### config.mk
export PLATFORM = sky130hd
export DESIGN_NAME = route_policy_first_match
export DESIGN_NICKNAME = d
export VERILOG_FILES = /design/src/rtl/core/rpfm_pkg.sv /design/src/rtl/core/rpfm_node_mem.sv /design/src/rtl/core/rpfm_match_unit.sv /design/src/rtl/core/rpfm_seq.sv /design/src/rtl/core/route_policy_first_match.sv
export SDC_FILE = /design/constraint.sdc
export NUM_CORES = 2
export LEC_CHECK = 0
export ABC_AREA = 0
export BUFFER_PORTS_ARGS = -buffer_cell sky130_fd_sc_hd__buf_2
export CAP_MARGIN = 5
export CORE_UTILIZATION = 55
export CTS_CLUSTER_SIZE = 25
export DETAILED_ROUTE_END_ITERATION = 12
export PLACE_DENSITY = 0.7
export SLEW_MARGIN = 5
export SYNTH_ARGS = -nofsm -noshare
export SYNTH_HDL_FRONTEND = slang
export SYNTH_SLANG_ARGS = --single-unit
### constraint.sdc
create_clock -name clk_i -period 45.5 [get_ports clk_i]
set_clock_uncertainty 0.15 [all_clocks]
set_input_delay 9.1 -clock clk_i [delete_from_list [all_inputs] [get_ports clk_i]]
set_output_delay 9.1 -clock clk_i [all_outputs]
set_load 0.05 [all_outputs]
### src/rtl/core/rpfm_pkg.sv
// rpfm_pkg: shared types and constants for the first-match route policy table
// holds the node record, route record, op codes and sequencer states
// no dependencies
package rpfm_pkg;

  localparam int unsigned DEF_MAX_NODES = 16;
  localparam int unsigned ACTIVE_W      = 5;
  localparam int unsigned SLOT_W        = 4;
  localparam int unsigned HALF_W        = 64;
  localparam int unsigned LEN_W         = 8;
  localparam int unsigned ATTR_W        = 32;
  localparam int unsigned WIDE_CNT_W    = 9;

  localparam logic [LEN_W-1:0] IPV4_MAX_LEN = 8'd32;
  localparam logic [LEN_W-1:0] IPV6_MAX_LEN = 8'd128;

  typedef enum logic {
    OP_LOAD = 1'b0,
    OP_EVAL = 1'b1
  } op_e;

  typedef enum logic {
    FAM_IPV4 = 1'b0,
    FAM_IPV6 = 1'b1
  } family_e;

  typedef enum logic [1:0] {
    ST_IDLE,
    ST_SCAN,
    ST_HOLD
  } state_e;

  typedef struct packed {
    logic              test_on;
    logic              allow;
    logic              family;
    logic [LEN_W-1:0]  rule_len;
    logic [HALF_W-1:0] addr_high;
    logic [HALF_W-1:0] addr_low;
    logic [ATTR_W-1:0] attr_mask;
    logic [ATTR_W-1:0] pref;
    logic [ATTR_W-1:0] metric;
  } node_t;

  typedef struct packed {
    logic              family;
    logic [HALF_W-1:0] addr_high;
    logic [HALF_W-1:0] addr_low;
    logic [LEN_W-1:0]  length;
  } route_t;

endpackage

### src/rtl/core/rpfm_node_mem.sv
// rpfm_node_mem: policy node store, one write port and one registered read port
// uses rpfm_pkg::node_t
module rpfm_node_mem #(
  parameter int unsigned MAX_NODES = rpfm_pkg::DEF_MAX_NODES,
  parameter int unsigned IDX_W     = 4
) (
  input  logic                 clk_i,
  input  logic                 wr_en_i,
  input  logic [IDX_W-1:0]     wr_addr_i,
  input  rpfm_pkg::node_t      wr_data_i,
  input  logic                 rd_en_i,
  input  logic [IDX_W-1:0]     rd_addr_i,
  output rpfm_pkg::node_t      rd_data_o
);

  rpfm_pkg::node_t mem_q [MAX_NODES];
  rpfm_pkg::node_t rd_data_q;

  always_ff @(posedge clk_i) begin
    if (wr_en_i) begin
      mem_q[wr_addr_i] <= wr_data_i;
    end
  end

  always_ff @(posedge clk_i) begin
    if (rd_en_i) begin
      rd_data_q <= mem_q[rd_addr_i];
    end
  end

  assign rd_data_o = rd_data_q;

endmodule

### src/rtl/core/rpfm_match_unit.sv
// rpfm_match_unit: prefix compare of one policy node against the route
// one masked 128-bit compare, shared by every step of the scan; uses rpfm_pkg
module rpfm_match_unit (
  input  rpfm_pkg::node_t  node_i,
  input  rpfm_pkg::route_t route_i,
  output logic             match_o
);

  function automatic logic [rpfm_pkg::HALF_W-1:0] lead_mask(input logic [6:0] n);
    logic [rpfm_pkg::HALF_W-1:0] m;
    if (n == 7'd0) begin
      m = '0;
    end else if (n >= 7'd64) begin
      m = '1;
    end else begin
      m = {rpfm_pkg::HALF_W{1'b1}} << (7'd64 - n);
    end
    return m;
  endfunction

  logic [rpfm_pkg::LEN_W-1:0]  nlen;
  logic [rpfm_pkg::LEN_W-1:0]  nlen_low;
  logic [rpfm_pkg::HALF_W-1:0] mask_hi;
  logic [rpfm_pkg::HALF_W-1:0] mask_lo;
  logic                        bits_eq;

  always_comb begin
    nlen = node_i.rule_len;
    if (node_i.family == rpfm_pkg::FAM_IPV4 && nlen > rpfm_pkg::IPV4_MAX_LEN) begin
      nlen = rpfm_pkg::IPV4_MAX_LEN;
    end
    if (nlen > rpfm_pkg::IPV6_MAX_LEN) begin
      nlen = rpfm_pkg::IPV6_MAX_LEN;
    end
    nlen_low = nlen - 8'd64;
    mask_hi  = (nlen >= 8'd64) ? '1 : lead_mask(nlen[6:0]);
    mask_lo  = (nlen > 8'd64) ? lead_mask(nlen_low[6:0]) : '0;
    bits_eq  = (((node_i.addr_high ^ route_i.addr_high) & mask_hi) == '0) &&
               (((node_i.addr_low ^ route_i.addr_low) & mask_lo) == '0);
    if (!node_i.test_on) begin
      match_o = 1'b1;
    end else begin
      match_o = (node_i.family == route_i.family) && (route_i.length >= nlen) && bits_eq;
    end
  end

endmodule

### src/rtl/core/rpfm_seq.sv
// rpfm_seq: scan sequencer, walks the node store one node per cycle
// holds the route, the scan index, the pending result and the output register; uses rpfm_pkg
module rpfm_seq #(
  parameter int unsigned IDX_W = 4,
  parameter int unsigned CNT_W = 5
) (
  input  logic                              clk_i,
  input  logic                              rst_ni,
  input  logic                              in_valid_i,
  output logic                              in_ready_o,
  input  logic                              op_i,
  input  rpfm_pkg::route_t                  route_i,
  input  logic [CNT_W-1:0]                  count_i,
  output logic                              rd_en_o,
  output logic [IDX_W-1:0]                  rd_addr_o,
  input  rpfm_pkg::node_t                   node_i,
  input  logic                              match_i,
  output rpfm_pkg::route_t                  route_o,
  output logic                              out_valid_o,
  input  logic                              out_ready_i,
  output logic                              verdict_o,
  output logic [rpfm_pkg::ATTR_W-1:0]       out_attr_mask_o,
  output logic [rpfm_pkg::ATTR_W-1:0]       out_pref_o,
  output logic [rpfm_pkg::ATTR_W-1:0]       out_metric_o
);

  rpfm_pkg::state_e state_q, state_d;
  logic [CNT_W-1:0] iss_q, iss_d;
  logic             rvld_q, rvld_d;
  logic             out_valid_q, out_valid_d;

  rpfm_pkg::route_t            route_q, route_d;
  logic                        res_verdict_q, res_verdict_d;
  logic [rpfm_pkg::ATTR_W-1:0] res_attr_q, res_attr_d;
  logic [rpfm_pkg::ATTR_W-1:0] res_pref_q, res_pref_d;
  logic [rpfm_pkg::ATTR_W-1:0] res_metric_q, res_metric_d;
  logic                        out_verdict_q, out_verdict_d;
  logic [rpfm_pkg::ATTR_W-1:0] out_attr_q, out_attr_d;
  logic [rpfm_pkg::ATTR_W-1:0] out_pref_q, out_pref_d;
  logic [rpfm_pkg::ATTR_W-1:0] out_metric_q, out_metric_d;

  logic finish;

  always_ff @(posedge clk_i or negedge rst_ni) begin
    if (!rst_ni) begin
      state_q     <= rpfm_pkg::ST_IDLE;
      iss_q       <= '0;
      rvld_q      <= 1'b0;
      out_valid_q <= 1'b0;
    end else begin
      state_q     <= state_d;
      iss_q       <= iss_d;
      rvld_q      <= rvld_d;
      out_valid_q <= out_valid_d;
    end
  end

  always_ff @(posedge clk_i) begin
    route_q       <= route_d;
    res_verdict_q <= res_verdict_d;
    res_attr_q    <= res_attr_d;
    res_pref_q    <= res_pref_d;
    res_metric_q  <= res_metric_d;
    out_verdict_q <= out_verdict_d;
    out_attr_q    <= out_attr_d;
    out_pref_q    <= out_pref_d;
    out_metric_q  <= out_metric_d;
  end

  always_comb begin
    state_d       = state_q;
    iss_d         = iss_q;
    rvld_d        = 1'b0;
    route_d       = route_q;
    res_verdict_d = res_verdict_q;
    res_attr_d    = res_attr_q;
    res_pref_d    = res_pref_q;
    res_metric_d  = res_metric_q;
    out_verdict_d = out_verdict_q;
    out_attr_d    = out_attr_q;
    out_pref_d    = out_pref_q;
    out_metric_d  = out_metric_q;
    out_valid_d   = out_valid_q & ~out_ready_i;
    in_ready_o    = 1'b0;
    rd_en_o       = 1'b0;
    finish        = 1'b0;

    unique case (state_q)
      rpfm_pkg::ST_IDLE: begin
        in_ready_o = 1'b1;
        if (in_valid_i && op_i == rpfm_pkg::OP_EVAL) begin
          route_d = route_i;
          iss_d   = '0;
          if (count_i == '0) begin
            // empty table scan: deny with zero attributes
            res_verdict_d = 1'b0;
            res_attr_d    = '0;
            res_pref_d    = '0;
            res_metric_d  = '0;
            state_d       = rpfm_pkg::ST_HOLD;
          end else begin
            state_d = rpfm_pkg::ST_SCAN;
          end
        end
      end
      rpfm_pkg::ST_SCAN: begin
        // read data belongs to node iss_q-1
        if (rvld_q && match_i) begin
          finish        = 1'b1;
          res_verdict_d = node_i.allow;
          res_attr_d    = node_i.allow ? node_i.attr_mask : '0;
          res_pref_d    = node_i.allow ? node_i.pref : '0;
          res_metric_d  = node_i.allow ? node_i.metric : '0;
        end else if (rvld_q && iss_q == count_i) begin
          finish        = 1'b1;
          res_verdict_d = 1'b0;
          res_attr_d    = '0;
          res_pref_d    = '0;
          res_metric_d  = '0;
        end
        if (finish) begin
          state_d = rpfm_pkg::ST_HOLD;
        end else if (iss_q < count_i) begin
          rd_en_o = 1'b1;
          iss_d   = iss_q + 1'b1;
          rvld_d  = 1'b1;
        end
      end
      rpfm_pkg::ST_HOLD: begin
        if (!out_valid_q || out_ready_i) begin
          out_verdict_d = res_verdict_q;
          out_attr_d    = res_attr_q;
          out_pref_d    = res_pref_q;
          out_metric_d  = res_metric_q;
          out_valid_d   = 1'b1;
          state_d       = rpfm_pkg::ST_IDLE;
        end
      end
      default: begin
        state_d = rpfm_pkg::ST_IDLE;
      end
    endcase
  end

  assign rd_addr_o       = iss_q[IDX_W-1:0];
  assign route_o         = route_q;
  assign out_valid_o     = out_valid_q;
  assign verdict_o       = out_verdict_q;
  assign out_attr_mask_o = out_attr_q;
  assign out_pref_o      = out_pref_q;
  assign out_metric_o    = out_metric_q;

endmodule

### src/rtl/core/route_policy_first_match.sv
// route_policy_first_match: a load transaction writes one node.
// an evaluate transaction scans the node store one node per cycle through one
// compare unit until the first matching node or the last active node; an empty scan
// goes straight to the result hold state; not ready until the result is registered.
// reset clears the control state and active_nodes; node contents are undefined until loaded
module route_policy_first_match #(
  parameter int unsigned MAX_NODES = rpfm_pkg::DEF_MAX_NODES
) (
  input  logic                                 clk_i,
  input  logic                                 rst_ni,
  input  logic                                 cfg_we_i,
  input  logic [rpfm_pkg::ACTIVE_W-1:0]        cfg_wdata_i,
  input  logic                                 in_valid_i,
  output logic                                 in_ready_o,
  input  logic                                 op_i,
  input  logic [rpfm_pkg::SLOT_W-1:0]          slot_i,
  input  logic                                 prefix_test_on_i,
  input  logic                                 allow_i,
  input  logic                                 addr_family_i,
  input  logic [rpfm_pkg::HALF_W-1:0]          addr_high_i,
  input  logic [rpfm_pkg::HALF_W-1:0]          addr_low_i,
  input  logic [rpfm_pkg::LEN_W-1:0]           length_i,
  input  logic [rpfm_pkg::ATTR_W-1:0]          attr_mask_i,
  input  logic [rpfm_pkg::ATTR_W-1:0]          pref_value_i,
  input  logic [rpfm_pkg::ATTR_W-1:0]          metric_value_i,
  output logic                                 out_valid_o,
  input  logic                                 out_ready_i,
  output logic                                 verdict_o,
  output logic [rpfm_pkg::ATTR_W-1:0]          out_attr_mask_o,
  output logic [rpfm_pkg::ATTR_W-1:0]          out_pref_o,
  output logic [rpfm_pkg::ATTR_W-1:0]          out_metric_o
);

  localparam int unsigned IDX_W = (MAX_NODES > 1) ? $clog2(MAX_NODES) : 1;
  localparam int unsigned CNT_W = $clog2(MAX_NODES + 1);
  localparam int unsigned WW    = rpfm_pkg::WIDE_CNT_W;

  logic [rpfm_pkg::ACTIVE_W-1:0] active_q;
  logic [WW-1:0]                 active_wide;
  logic [WW-1:0]                 count_wide;
  logic [WW-1:0]                 slot_wide;
  logic                          slot_ok;
  logic                          wr_en;
  rpfm_pkg::node_t               wr_node;
  rpfm_pkg::node_t               rd_node;
  rpfm_pkg::route_t              in_route;
  rpfm_pkg::route_t              scan_route;
  logic                          rd_en;
  logic [IDX_W-1:0]              rd_addr;
  logic                          match;

  always_ff @(posedge clk_i or negedge rst_ni) begin
    if (!rst_ni) begin
      active_q <= '0;
    end else if (cfg_we_i) begin
      active_q <= cfg_wdata_i;
    end
  end

  // saturate the scan length at the table depth
  assign active_wide = WW'(active_q);
  assign count_wide  = (active_wide > WW'(MAX_NODES)) ? WW'(MAX_NODES) : active_wide;

  // loads beyond the table depth are dropped
  assign slot_wide = WW'(slot_i);
  assign slot_ok   = slot_wide < WW'(MAX_NODES);
  assign wr_en     = in_valid_i && in_ready_o && (op_i == rpfm_pkg::OP_LOAD) && slot_ok;

  assign wr_node = '{
    test_on:   prefix_test_on_i,
    allow:     allow_i,
    family:    addr_family_i,
    rule_len:  length_i,
    addr_high: addr_high_i,
    addr_low:  addr_low_i,
    attr_mask: attr_mask_i,
    pref:      pref_value_i,
    metric:    metric_value_i
  };

  assign in_route = '{
    family:    addr_family_i,
    addr_high: addr_high_i,
    addr_low:  addr_low_i,
    length:    length_i
  };

  rpfm_node_mem #(
    .MAX_NODES (MAX_NODES),
    .IDX_W     (IDX_W)
  ) u_node_mem (
    .clk_i     (clk_i),
    .wr_en_i   (wr_en),
    .wr_addr_i (slot_wide[IDX_W-1:0]),
    .wr_data_i (wr_node),
    .rd_en_i   (rd_en),
    .rd_addr_i (rd_addr),
    .rd_data_o (rd_node)
  );

  rpfm_match_unit u_match_unit (
    .node_i  (rd_node),
    .route_i (scan_route),
    .match_o (match)
  );

  rpfm_seq #(
    .IDX_W (IDX_W),
    .CNT_W (CNT_W)
  ) u_seq (
    .clk_i           (clk_i),
    .rst_ni          (rst_ni),
    .in_valid_i      (in_valid_i),
    .in_ready_o      (in_ready_o),
    .op_i            (op_i),
    .route_i         (in_route),
    .count_i         (count_wide[CNT_W-1:0]),
    .rd_en_o         (rd_en),
    .rd_addr_o       (rd_addr),
    .node_i          (rd_node),
    .match_i         (match),
    .route_o         (scan_route),
    .out_valid_o     (out_valid_o),
    .out_ready_i     (out_ready_i),
    .verdict_o       (verdict_o),
    .out_attr_mask_o (out_attr_mask_o),
    .out_pref_o      (out_pref_o),
    .out_metric_o    (out_metric_o)
  );

endmodule
# Word level (Yosys, flattened, before mapping)
# Memory sizes are Yosys's and may differ from the RTL's. A register that Yosys moved wholly into a read port is not among the register bits.
# Index checks and enable logic that the tools add are counted.
# word_totals
register_bits	345
latch_bits	0
ram_bits	3760
rom_bits	0
in_bits	250
out_inout_bits	99
n_memories	1
# mem_list
name	depth	width	rd	rd_clocked_by_memory_dff	wr	line_no	source
u_node_mem.mem_q	16	235	1	1	1	rpfm_node_mem.sv:16	rpfm_pkg::node_t mem_q [MAX_NODES];
# classes
addsub	4
multipliers	0
n_div	0
n_lt_le_gt_ge	10
n_eq_ne	11
shift	2
n_mux	47
bitwise_logic	8
reduce_logical	24
# op_table
operator	count
$mux W64	6
$mux W32	9
$pmux W32 S2	3
$and A64 B64 Y64	2
$logic_not A64 Y1	2
$shl A64 B7 Y64 const A	2
$xor A64 B64 Y64	2
$mux W5	4
$mux W1	16
$mux W8	2
$ge A7 B7 Y1 const B	2
$logic_not A7 Y1	2
$sub A7 B7 Y7 const A	2
$logic_and A1 B1 Y1	10
$ne A2 B1 Y1 const B	5
$pmux W5 S2	1
$ge A8 B7 Y1 const B	1
$ge A8 B8 Y1	1
$gt A8 B6 Y1 const B	1
$gt A8 B7 Y1 const B	1
$gt A8 B8 Y1 const B	1
$mux W2	4
$reduce_and A4 Y1	2
$sub A7 B7 Y7 const B	1
21 further kinds	24

# Logic depth before layout (Yosys ltp)
# logic_depth
ltp_word	21
mapped_depth	24
depth_no_buf	18

# Modules after synthesis
# A second synthesis with hierarchy kept.
# hier_totals
cells_unflattened	7180
area_unflattened_um2	163146.5
# by_module_without_submodules
module	n_inst	cells_per_inst	area_per_inst_um2	seq_area_each_um2
rpfm_node_mem	1	6141	148144.6	119965.1
rpfm_seq	1	508	11243.3	10164.7
rpfm_match_unit	1	515	3539.6	0.0
route_policy_first_match	1	16	219.0	125.1

# Worst setup path after synthesis
# OpenSTA, ideal clock, no wires.
# synth_timing
path_kind	input to register
from	in op_i
to	mem u_node_mem.mem_q[0][0] in the netlist's numbering (enable)
arrival_time_ns	25.581
required_time_ns	44.228
slack_ns	18.647
path_stages	4
path_buffers	0
path_cell_list	nor4b_1 -> nor2b_1 -> nand2b_1 -> nor3_1
# synth_via
elab_chain_cells	5
# synth_lines
item	line_no	source
start: declaration	route_policy_first_match.sv:15	input logic op_i,
$not A1 Y1	route_policy_first_match.sv:67	assign wr_en = in_valid_i && in_ready_o && (op_i == rpfm_pkg::OP_LOAD) && slot_ok;
$logic_and A1 B1 Y1 (2 in series)	route_policy_first_match.sv:67	
$mux W1	rpfm_node_mem.sv:20	if (wr_en_i) begin
$mux W1 (not written as such)	rpfm_node_mem.sv:21	mem_q[wr_addr_i] <= wr_data_i;
end: declaration	rpfm_node_mem.sv:16	
# Every way passes these cells.

# Worst setup path after layout
# layout_timing
from	in op_i
to	mem u_node_mem.mem_q[7][124] in the netlist's numbering (enable)
# Same word-level chain as after synthesis.

==> impl_metrics.tcl <==
set metrics [dict create \
    synth_top_family_by_area "multiplexers" \
    clkLatencyLatePin_ns 0.97 \
    fp-row-count 199 \
    worst_pin_slew_ns 1.19 \
    syn-cell-area_um2 164000 \
    ys_ff_latch 4340 \
    cts_max_level 5 \
    finalCritPeriodShare 0.285 \
    period_needed_ns 12.97 \
    cts.hold.buffers_added 0 \
    seq_area_frac_synth 0.796 \
    coreArea_um2 295000 \
    grt_pass1_wl_um 547000 \
    synth_area_leader_cell "edfxtp_1" \
    first_pass_iters 7 \
    max_freq_ghz 0.0771 \
    async_reset_ff_frac 0.00323 \
    synth-xor-area-share 0.00711 \
    area_growth_syn_to_layout_pct 12.6 \
    numPortBuffers 348 \
    hp-class "flip-flop to flip-flop" \
    cts_setup_buffers 0 \
    synthTopCellsByArea "edfxtp_1 79%, mux4_2 16%, clkbuf_1 0.50%, xnor2_1 0.37%, xor2_1 0.33%" \
    final_hold_viol_count 0 \
    setup_viol 0 \
    grt_max_degree 147 \
    start_kind "input pin" \
    ys.flop_type "edfxtp_1" \
    die_h_um 547 \
    netlist_instances 6621 \
    grt_pass1_vias 76755 \
    wl_um 377000 \
    die_x_um 547 \
    final_area_um2 184000 \
    start_util 0.555 \
    slew_violations 0 \
    placed_area_um2 170000 \
    switching_share 0.276 \
    grt_usage 0.254 \
    synth-warning-count 0 \
    drive_above_1_share 0.311 \
    synth_most_common_cell "edfxtp_1" \
    synth-compound-area-share 0.0110 \
    ant_nets 0 \
    grt_overflow_total 0 \
    numCtsBuffers 419 \
    run_status "finished, final reports clean" \
    cts_tree "yes" \
    ctsResizeCount 0 \
    p_seq_frac 0.462 \
    synthMuxAreaShare 0.162 \
    cts.sinks 4340 \
    whs_ns 0.252 \
    synthSimpleGateAreaFrac 0.0139 \
    cts_buffer_depth 4 \
    intPower_w 0.00756 \
    power_leakage_nw 56.3 \
    cap_violations 0 \
    synth_cell_type_count 93 \
    critPathRequiredTime_ns 45.88 \
    synthAdderAreaFrac 0.00153 \
    synth_area_per_cell_um2 24.7 \
    rsz0062_at_grt "no" \
    yosys.area.top_type_share 0.794 \
    dpl_worst_slack_ns 31.54 \
    critPathArrivalTime_ns 13.35 \
    critPathKind "input pin to flip-flop" \
    fin_ws_ns 32.53 \
    route.detailed.drc 0 \
    vias_per_cell 6.42 \
    synth_common_cells "4,326 x edfxtp_1, 1,175 x mux4_2, 218 x clkbuf_1" \
    cpMostUsedCell "buf_4" \
    path_cells "buf_2, nor4b_1, nor2b_1, nand2_1, nor2_4, buf_4, buf_4, buf_4" \
    endpoint_kind "flip-flop" \
    ir_worst_vdd_uv 53.1 \
    cp_slowest_cell "buf_4" \
    setup_tns_ns 0 \
    power.share.clock 0.330 \
    utilization 0.625 \
    critical_path_buf_inv_count 4 \
    wire_per_inst_um 32.7 \
    io_pins 349 \
    place.gp.congestion 0.905 \
    vias 73916 \
    dp_hpwl_um 207000 \
    path_max_fanout 56 \
    switchingPower_w 0.00287 \
    die_area_um2 300000 \
    synth-edff-count 4326 \
    cp_slowest_stage_delay_ns 0.99 \
    pwr-share-comb 0.208 \
    syn_nets 6891 \
    antenna_found_initial 99 \
    cts_root_buf "clkbuf_16" \
    drt_iter0_markers 8221 \
    cp_top_family "buffers and inverters" \
    maxSlewHeadroom 0.199 \
    final_nets 7485 \
    p_per_area_nw_per_um2 56.7 \
    clk_pin_slew_ns 0.06 \
]
-- metal layers --
metal  wire [µm]  global-route usage  up-vias  share of wire
met5         398                   0        -         0.0011
met4        9760              0.0698       62          0.026
met3       27300              0.0409      640          0.072
met2      192000               0.424     3171           0.51
met1      148000               0.353    40155           0.39
li1            -                   -    29888              -
-- cell families after synthesis --
logic type,count (synthesis)
buf+inv,332
simple gates,364
flops,4340
compound gates,252
xor+xnor,132
mux,1181
fa+ha+maj,20
-- flip-flops by register name, summed over array words and instances (netlist names) --
register,flops
u_seq.state_q,2
u_seq.out_attr_mask_o,32
u_seq.route_o,137
u_seq.res_pref_q,32
u_seq.out_metric_o,32
u_seq.iss_q,5
u_seq.rvld_q,1
u_seq.out_valid_o,1
u_seq.out_pref_o,32
u_node_mem.rd_data_o,235
u_node_mem.mem_q,3760
u_seq.res_attr_q,32
u_seq.res_metric_q,32
u_seq.verdict_o,1
u_seq.res_verdict_q,1
active_q,5
-- layout by cell type, fill, tap and decap left out, types with 29 or more instances in the layout --
| cell | instances |
|---|---|
| edfxtp_1 | 4326 |
| mux4_2 | 1175 |
| clkbuf_16 | 424 |
| buf_2 | 348 |
| buf_4 | 125 |
| clkinv_1 | 98 |
| clkinv_2 | 84 |
| clkbuf_1 | 80 |
| nor3b_1 | 69 |
| xnor2_1 | 69 |
| xor2_1 | 62 |
| nand2_1 | 57 |
| nor2_1 | 46 |
| a21oi_1 | 43 |
| o21ai_0 | 42 |
| bufinv_16 | 42 |
| nor3b_2 | 29 |
-- worst paths after layout --
kind	start	to	slack (ns)	cells past startpoint
worst min register to register	u_seq.res_attr_q[19]	u_seq.out_attr_mask_o[19]	0.25	0
min in group asynchronous	rst_ni	u_seq.out_valid_o	7.88	1
worst max register to register	u_node_mem.rd_data_o[232]	u_node_mem.rd_data_o[80]	35.36	21
worst max-delay path	op_i	u_node_mem.mem_q[7][124]	32.53	8
worst min-delay path	u_seq.res_attr_q[19]	u_seq.out_attr_mask_o[19]	0.25	0
max in group asynchronous	rst_ni	u_seq.iss_q[0]	37.03	1
-- worst reg2reg max path, cell delays in order, from the launching register on --
cell	delay [ns]
edfxtp_1	0.71
o21ba_1	0.86
nor2_2	0.18
nand2_1	0.21
ha_1	0.69
inv_1	0.23
ha_1	0.34
buf_4	0.26
nor2b_1	0.53
o21ai_0	0.18
a21oi_1	0.76
o21bai_1	0.19
o2111ai_1	0.11
nor2_1	0.08
a31oi_1	0.19
or4_1	0.52
o21a_1	0.36
o31ai_4	0.13
inv_8	0.54
buf_4	0.81
buf_4	0.82
buf_4	0.86
-- stage by stage --
step,power (W),std cells
finish,0.0104,11518
floorplan,0.00637,6621
global route,0.0108,11503
CTS,0.0105,11491
global placement,0.00708,10713
detailed placement,0.00709,10713
-- cell type report --
type / count / area (µm²)
Fill cell: 19358 / 111000
Multi-Input combinational cell: 1949 / 32200
Timing Repair Buffer: 490 / 3020
Antenna cell: 27 / 67.6
Sequential cell: 4340 / 130000
Inverter: 15 / 71.3
Clock inverter: 269 / 2700
Clock buffer: 509 / 11000
Tap cell: 3919 / 4900
-- power groups by stage --
| stage | clock, W | sequential [W] | combinational [W] |
|---|---|---|---|
| floorplan | 0 | 0.00494 | 0.00143 |
| global placement | 0 | 0.00490 | 0.00218 |
| detailed placement | 0 | 0.00490 | 0.00219 |
| CTS | 0.00349 | 0.00482 | 0.00220 |
| global route | 0.00364 | 0.00484 | 0.00229 |
| finish | 0.00344 | 0.00482 | 0.00217 |
Power figures use the tool's default switching activity.
